## src/hdl/rce_pkg.sv

```systemverilog
// ----------------------------------------------------------------------------
// rce_pkg: shared types and constants of the RGB565 color effects block
// Effect codes, register indexes, reset values, fixed-point coefficients and
// the configuration bundle that the register file hands to the datapath.
// ----------------------------------------------------------------------------
package rce_pkg;

  // Effect codes as held in the effect_mode register
  typedef enum logic [2:0] {
    MODE_INVERT   = 3'd0,
    MODE_GRAY     = 3'd1,
    MODE_SEPIA    = 3'd2,
    MODE_BRIGHT   = 3'd3,
    MODE_CONTRAST = 3'd4
  } effect_mode_t;

  // Configuration register indexes
  typedef enum logic [1:0] {
    IDX_MODE   = 2'd0,
    IDX_OFFSET = 2'd1,
    IDX_GAIN   = 2'd2
  } cfg_index_t;

  localparam int unsigned CFG_DATA_W = 12;

  localparam logic [2:0]  MODE_RESET   = 3'd0;
  localparam logic [8:0]  OFFSET_RESET = 9'd0;
  localparam logic [11:0] GAIN_RESET   = 12'd256;

  // Grayscale weights 0.3 / 0.59 / 0.11, Q0.16
  localparam logic [15:0] GRAY_COEF [0:2] = '{16'd19661, 16'd38666, 16'd7209};

  // Sepia matrix, one row per output channel, Q0.16
  localparam logic [15:0] SEPIA_COEF [0:2][0:2] = '{
    '{16'd25756, 16'd50397, 16'd12386},
    '{16'd22872, 16'd44958, 16'd11010},
    '{16'd17826, 16'd34996, 16'd8585}
  };

  // Register contents seen by the datapath
  typedef struct packed {
    logic [2:0]  mode;
    logic [8:0]  offset;
    logic [11:0] gain;
  } rce_cfg_t;

endpackage

```

## src/hdl/rce_cfg_regs.sv

```systemverilog
// ----------------------------------------------------------------------------
// rce_cfg_regs: configuration register file
// Holds effect mode, brightness offset and contrast gain; writes to an
// index outside the list are dropped.
// ----------------------------------------------------------------------------
module rce_cfg_regs (
  input  logic                            clk,
  input  logic                            rst,
  input  logic                            cfg_write_en,
  input  logic [1:0]                      cfg_index,
  input  logic [rce_pkg::CFG_DATA_W-1:0]  cfg_data,
  output rce_pkg::rce_cfg_t               cfg
);

  // Capture a write into the addressed register
  always_ff @(posedge clk) begin
    if (rst) begin
      cfg.mode   <= rce_pkg::MODE_RESET;
      cfg.offset <= rce_pkg::OFFSET_RESET;
      cfg.gain   <= rce_pkg::GAIN_RESET;
    end else if (cfg_write_en) begin
      unique case (cfg_index)
        rce_pkg::IDX_MODE:   cfg.mode   <= cfg_data[2:0];
        rce_pkg::IDX_OFFSET: cfg.offset <= cfg_data[8:0];
        rce_pkg::IDX_GAIN:   cfg.gain   <= cfg_data[11:0];
        default: ;
      endcase
    end
  end

endmodule

```

## src/hdl/rce_effect.sv

```systemverilog
// ----------------------------------------------------------------------------
// rce_effect: per-pixel effect datapath
// Expands RGB565 to 8-bit channels, applies the selected effect and packs
// the result back to RGB565. Purely combinational.
// ----------------------------------------------------------------------------
module rce_effect (
  input  rce_pkg::rce_cfg_t cfg,
  input  logic [15:0]       pixel,
  output logic [15:0]       result
);

  logic [7:0]         ch   [0:2];
  logic [7:0]         res  [0:2];
  logic [25:0]        gray_acc;
  logic [7:0]         gray;
  logic [25:0]        sep_acc  [0:2];
  logic [7:0]         sep      [0:2];
  logic signed [9:0]  bsum     [0:2];
  logic [7:0]         bright   [0:2];
  logic signed [8:0]  cdiff    [0:2];
  logic signed [21:0] cval     [0:2];
  logic [7:0]         contrast [0:2];

  // Expand to 8-bit channels
  assign ch[0] = {pixel[15:11], 3'b000};
  assign ch[1] = {pixel[10:5], 2'b00};
  assign ch[2] = {pixel[4:0], 3'b000};

  // Weighted luminance, truncated and capped
  always_comb begin
    gray_acc = 26'(rce_pkg::GRAY_COEF[0]) * 26'(ch[0])
             + 26'(rce_pkg::GRAY_COEF[1]) * 26'(ch[1])
             + 26'(rce_pkg::GRAY_COEF[2]) * 26'(ch[2]);
    gray = (gray_acc[25:24] != 2'b00) ? 8'hFF : gray_acc[23:16];
  end

  // Per-channel effects: sepia row, brightness clamp, contrast curve
  always_comb begin
    for (int i = 0; i < 3; i++) begin
      sep_acc[i] = 26'(rce_pkg::SEPIA_COEF[i][0]) * 26'(ch[0])
                 + 26'(rce_pkg::SEPIA_COEF[i][1]) * 26'(ch[1])
                 + 26'(rce_pkg::SEPIA_COEF[i][2]) * 26'(ch[2]);
      sep[i] = (sep_acc[i][25:24] != 2'b00) ? 8'hFF : sep_acc[i][23:16];

      bsum[i] = $signed({2'b00, ch[i]}) + $signed({cfg.offset[8], cfg.offset});
      if (bsum[i][9]) begin
        bright[i] = 8'h00;
      end else if (bsum[i][8]) begin
        bright[i] = 8'hFF;
      end else begin
        bright[i] = bsum[i][7:0];
      end

      // (c - 128) * gain + 128.0, then floor by dropping 8 fraction bits
      cdiff[i] = $signed({1'b0, ch[i]}) - 9'sd128;
      cval[i]  = cdiff[i] * $signed({1'b0, cfg.gain}) + 22'sd32768;
      if (cval[i][21]) begin
        contrast[i] = 8'h00;
      end else if (cval[i][20:16] != 5'd0) begin
        contrast[i] = 8'hFF;
      end else begin
        contrast[i] = cval[i][15:8];
      end
    end
  end

  // Select the effect; unused codes pass the channels through
  always_comb begin
    for (int i = 0; i < 3; i++) begin
      unique case (cfg.mode)
        rce_pkg::MODE_INVERT:   res[i] = ~ch[i];
        rce_pkg::MODE_GRAY:     res[i] = gray;
        rce_pkg::MODE_SEPIA:    res[i] = sep[i];
        rce_pkg::MODE_BRIGHT:   res[i] = bright[i];
        rce_pkg::MODE_CONTRAST: res[i] = contrast[i];
        default:                res[i] = ch[i];
      endcase
    end
  end

  // Repack to RGB565 by keeping the top bits
  assign result = {res[0][7:3], res[1][7:2], res[2][7:3]};

endmodule

```

## src/hdl/rgb565_color_effects_top.sv

```systemverilog
// ----------------------------------------------------------------------------
// rgb565_color_effects_top: RGB565 color effect stream block
// Input register, effect datapath and result register on a valid/stall
// stream, with a plain write port for the three configuration registers.
// ----------------------------------------------------------------------------
// One pixel per clock is accepted and delivered while out_stall is low. A
// pixel taken from pixel_in is held in the input register, passes through the
// effect datapath and is loaded into the result register, from which it is
// shown on pixel_out. The two registers (input register, then result register)
// have the single combinational pass of the effect datapath between them.
// in_stall rises only while both registers hold an item and the result
// is stalled. Registers: index 0 effect mode (0 invert,
// 1 grayscale, 2 sepia, 3 brightness, 4 contrast, others pass through),
// index 1 signed brightness offset, index 2 contrast gain with 8 fraction
// bits; write them only while the stream is empty.
module rgb565_color_effects_top (
  input  logic                            clk,
  input  logic                            rst,
  input  logic                            cfg_write_en,
  input  logic [1:0]                      cfg_index,
  input  logic [rce_pkg::CFG_DATA_W-1:0]  cfg_data,
  input  logic                            in_valid,
  output logic                            in_stall,
  input  logic [15:0]                     pixel_in,
  output logic                            out_valid,
  input  logic                            out_stall,
  output logic [15:0]                     pixel_out
);

  rce_pkg::rce_cfg_t cfg;
  logic              s1_valid;
  logic [15:0]       s1_pixel;
  logic [15:0]       effect_pixel;
  logic              out_load;
  logic              s1_load;

  rce_cfg_regs u_cfg (
    .clk          (clk),
    .rst          (rst),
    .cfg_write_en (cfg_write_en),
    .cfg_index    (cfg_index),
    .cfg_data     (cfg_data),
    .cfg          (cfg)
  );

  rce_effect u_effect (
    .cfg    (cfg),
    .pixel  (s1_pixel),
    .result (effect_pixel)
  );

  // Advance when the stage ahead is empty or draining
  assign out_load = !out_valid || !out_stall;
  assign s1_load  = !s1_valid || out_load;
  assign in_stall = !s1_load;

  // Input register
  always_ff @(posedge clk) begin
    if (rst) begin
      s1_valid <= 1'b0;
    end else if (s1_load) begin
      s1_valid <= in_valid;
    end
  end

  always_ff @(posedge clk) begin
    if (s1_load && in_valid) begin
      s1_pixel <= pixel_in;
    end
  end

  // Result register: hold while stalled
  always_ff @(posedge clk) begin
    if (rst) begin
      out_valid <= 1'b0;
    end else if (out_load) begin
      out_valid <= s1_valid;
    end
  end

  always_ff @(posedge clk) begin
    if (out_load && s1_valid) begin
      pixel_out <= effect_pixel;
    end
  end

  // Stall only when both registers are full and the output is blocked
  assert property (@(posedge clk) disable iff (rst)
    in_stall |-> (s1_valid && out_valid && out_stall))
    else $error("input stalled with room in the pipeline");

  // An accepted item lands in the input register
  assert property (@(posedge clk) disable iff (rst)
    (in_valid && !in_stall) |=> s1_valid)
    else $error("accepted item lost at input register");

  // A held item moves to the result register when it drains
  assert property (@(posedge clk) disable iff (rst)
    (s1_valid && out_load) |=> out_valid)
    else $error("item lost between input and result register");

  // Unused effect codes pass the pixel through unchanged
  assert property (@(posedge clk) disable iff (rst)
    (s1_valid && out_load && (cfg.mode == 3'd5 || cfg.mode == 3'd6 || cfg.mode == 3'd7))
    |=> (pixel_out == $past(s1_pixel)))
    else $error("pass-through mode altered the pixel");

  // Reset empties both registers
  assert property (@(posedge clk) rst |=> (!s1_valid && !out_valid))
    else $error("pipeline not empty after reset");

endmodule

```

## config.mk

```make
export PLATFORM = sky130hd
export DESIGN_NAME = rgb565_color_effects_top
export DESIGN_NICKNAME = d
export VERILOG_FILES = /design/src/hdl/rce_pkg.sv /design/src/hdl/rce_cfg_regs.sv /design/src/hdl/rce_effect.sv /design/src/hdl/rgb565_color_effects_top.sv
export SDC_FILE = /design/constraint.sdc
export NUM_CORES = 1
export LEC_CHECK = 0
export BUFFER_PORTS_ARGS = -buffer_cell sky130_fd_sc_hd__buf_4
export CAP_MARGIN = 20
export CORE_MARGIN = 10
export CORE_UTILIZATION = 50
export CTS_CLUSTER_SIZE = 30
export DETAILED_ROUTE_END_ITERATION = 10
export GPL_ROUTABILITY_DRIVEN = 0
export PLACE_DENSITY = 0.66
export REMOVE_ABC_BUFFERS = 1
export SYNTH_ARGS = -nofsm -noshare
export SYNTH_HDL_FRONTEND = slang
export SYNTH_SLANG_ARGS = --single-unit
```

## constraint.sdc

```tcl
create_clock -name clk -period 21.4 [get_ports clk]
set_clock_uncertainty 0.15 [all_clocks]
set_input_delay 2.14 -clock clk [delete_from_list [all_inputs] [get_ports clk]]
set_output_delay 2.14 -clock clk [all_outputs]
set_load 0.1 [all_outputs]
```

==> results by group <==
Detailed routing
  • Via-to-Cell Ratio: 5.91
  • Average routed wire per standard cell: 19.8 um
  • # DRC: 0
  • DR iter-0 viols: 1354
  • Vias: 22.1k
  • First-pass iteration count of the detailed router: 5
  • Routed WL: 73800 um
  • Detail Route Antenna Nets: 0

Power and ir drop
  • Leakage power: 13.5 nW
  • Sw Share: 0.568
  • Flop pwr share: 0.040
  • PnR Total Power: 3.32 mW
  • PD cells: 125 mW/mm2
  • Combinational Power Share: 0.933
  • Psw: 1.89 mW
  • Peak VDD IR: 0.225 mV
  • Clk pwr share: 0.027
  • Internal Pwr Total: 1.43 mW

Critical path
  • Most Frequent Cell on Critical Path: ha_1
  • Worst setup EP type: flip-flop
  • Crit path kind: flip-flop to flip-flop
  • Crit path launch type: flip-flop
  • Critical Path AT: 8370 ps
  • Crit-path leading delay family: compound AO/OA/AOI/OAI gates
  • Critical path buffers and inverters: 5
  • CP peak stage delay: 510 ps
  • Crit-path slowest cell: a211oi_1
  • Required @ worst endpoint: 21310 ps
  • Crit Path Max Fanout: 28

CTS
  • CTS tree: built
  • Clock tree buffer depth: 2
  • Cts-stage hold buffer count: 0
  • Post-cts sizing count: 0
  • Clock transition at path regs: 80 ps
  • Clock Latency Late Sink: 300 ps
  • Root buf cell: clkbuf_16
  • H-tree levels: 2
  • Total CTS buffers: 5
  • Clk sink count: 56
  • Post-CTS setup buffer count: 0

Timing
  • Unrepaired setup endpoints after global routing: false
  • Crit path time final: 8460 ps
  • Fin Setup TNS: 0 ps
  • Final Hold Fails: 0
  • FMAX: 118 MHz
  • Setup Viol. Count Final: 0
  • Final Max Tran Viols: 0
  • Period utilization: 0.395
  • Worst rel slew slack: 0.360
  • Worst-Margin Slew: 959 ps

Logic synthesis
  • Top-count cell post-synth: ha_1
  • Seq/Total Area, Yosys: 0.0571
  • Synth Cell Area: 0.0252 mm2
  • Ys async rst share: 0
  • Post-synth EDFFs: 32
  • Syn avg cell area: 8.27 um2
  • Yosys top cell area share: 0.285
  • Ys flop type: edfxtp_1
  • Cell taking the most area after synthesis: ha_1
  • Commonest cells in the netlist: ha_1 (574), inv_1 (373), nand2_1 (234)
  • Synth Instances: 3049
  • Synth unique cells: 89
  • Synth warnings: 0
  • Ranking of synthesized cells by area: ha_1 (28%), fa_1 (16%), xnor2_1 (6.0%), inv_1 (5.6%), edfxtp_1 (3.8%)
  • #FFs+latches synth: 56

Global route
  • Largest net degree at the start of global routing: 34
  • Overflow after GRT: 0
  • First-pass GRT wire length: 118000 um
  • Vias in the first global route: 22.0k
  • Initial antenna violation count: 2
  • Total track usage: 0.242

Die
  • Io pins: 53
  • Starting Density: 0.504
  • Site row count: 82
  • Core area: 0.0501 mm2
  • Die area: 0.0598 mm2
  • Die X: 245 um
  • Die height: 245 um

Final layout
  • FILL cells: 4676
  • Layout cells sized above 1: 0.0483
  • Nets: 3878
  • Area Overhead vs Synth: 5.19%

Placement
  • PortBufs: 52
  • Hpwl dp: 61100 um

Job
  • Maxcap violations: 0

Run status
  • Status: finished clean

Min path
  • Worst min-delay path class: flip-flop to flip-flop
[cells by family (layout without fill, tap and decap cells)]
| family | count (synthesis) | count (layout) | synth area share |
|---|---|---|---|
| AO/OA/AOI/OAI | 683 | 683 | 0.177 |
| XOR/XNOR | 241 | 241 | 0.0837 |
| adder cells (fa/ha/maj) | 781 | 781 | 0.449 |
| buffers and inverters | 445 | 460 | 0.0664 |
| flip-flops | 56 | 56 | 0.0571 |
| multiplexers | 13 | 13 | 0.00516 |
| other | 0 | 1 | 0 |
| AND/OR/NAND/NOR | 830 | 830 | 0.162 |
[final cells by class]
class,count,area (um2),share of cell area
clock inverter,3,23.8,0.000896
timing repair buffer,77,578,0.0218
clock buffer,5,125,0.00472
inverter,375,1410,0.0530
tap,672,841,0.0317
sequential,56,1440,0.0543
antenna,1,2.50,0.0000943
multi-input combinational,2548,22100,0.833
[stage by stage]
| step | worst slack [ps] | hold slack (ps) | utilization | instances | area (um2) |
|---|---|---|---|---|---|
| floorplan | 13720 | 294 | - | 2979 | 25000 |
| global placement | 13270 | 313 | 0.527 | 3728 | 26400 |
| detailed placement | 13040 | 353 | 0.527 | 3728 | 26400 |
| CTS | 13020 | 370 | 0.530 | 3736 | 26500 |
| global route | 12130 | 413 | 0.530 | 3736 | 26500 |
| finish | 12940 | 363 | 0.530 | 3737 | 26500 |
[layout by cell type, fill, tap and decap left out, types with 48 or more instances in the layout]
cell     count
a21o_1      72
nand2_1    234
and2_1      87
ha_1       574
nor2_1     201
xnor2_1    173
inv_1      373
a21oi_1    188
buf_4       77
fa_1       206
o21ai_0    130
xor2_1      68
nor3_1      48
[power groups by stage]
stage | clock [mW] | sequential (mW) | combinational [mW]
after floorplan | 0 | 0.168 | 2.25
after global placement | 0 | 0.135 | 2.95
after detailed placement | 0 | 0.135 | 3.03
after CTS | 0.0888 | 0.133 | 3.05
after global routing | 0.0940 | 0.133 | 3.44
final | 0.0886 | 0.133 | 3.10
[worst min-delay path: stages, from the launching register on]
cell and delay, ps:
dfxtp_1 350, a21oi_1 50, nor2_1 80
[sequential cells by signal, indices dropped and copies added, names as in the netlist]
name,count
s1_pixel,16
pixel_out,16
u_cfg.cfg,22
s1_valid,1
out_valid,1
[metal layers]
layer | track usage | wire length [um] | vias up
met4 | 0.0974 | 3200 | 4
met3 | 0.0310 | 4450 | 132
met1 | 0.306 | 32100 | 10623
met2 | 0.412 | 34000 | 705
met5 | 0 | 27 | -
li1 | - | - | 10617
[worst paths after layout]
check | from | end | slack (ps) | cells past startpoint
worst max-delay path | s1_pixel[14] | pixel_out[4] | 12940 | 32
worst min-delay path | s1_valid | out_valid | 360 | 2
worst max register to register | s1_pixel[14] | pixel_out[4] | 12940 | 32
worst min register to register | s1_valid | out_valid | 360 | 2
Note: power is estimated with default switching activity, not from simulation.
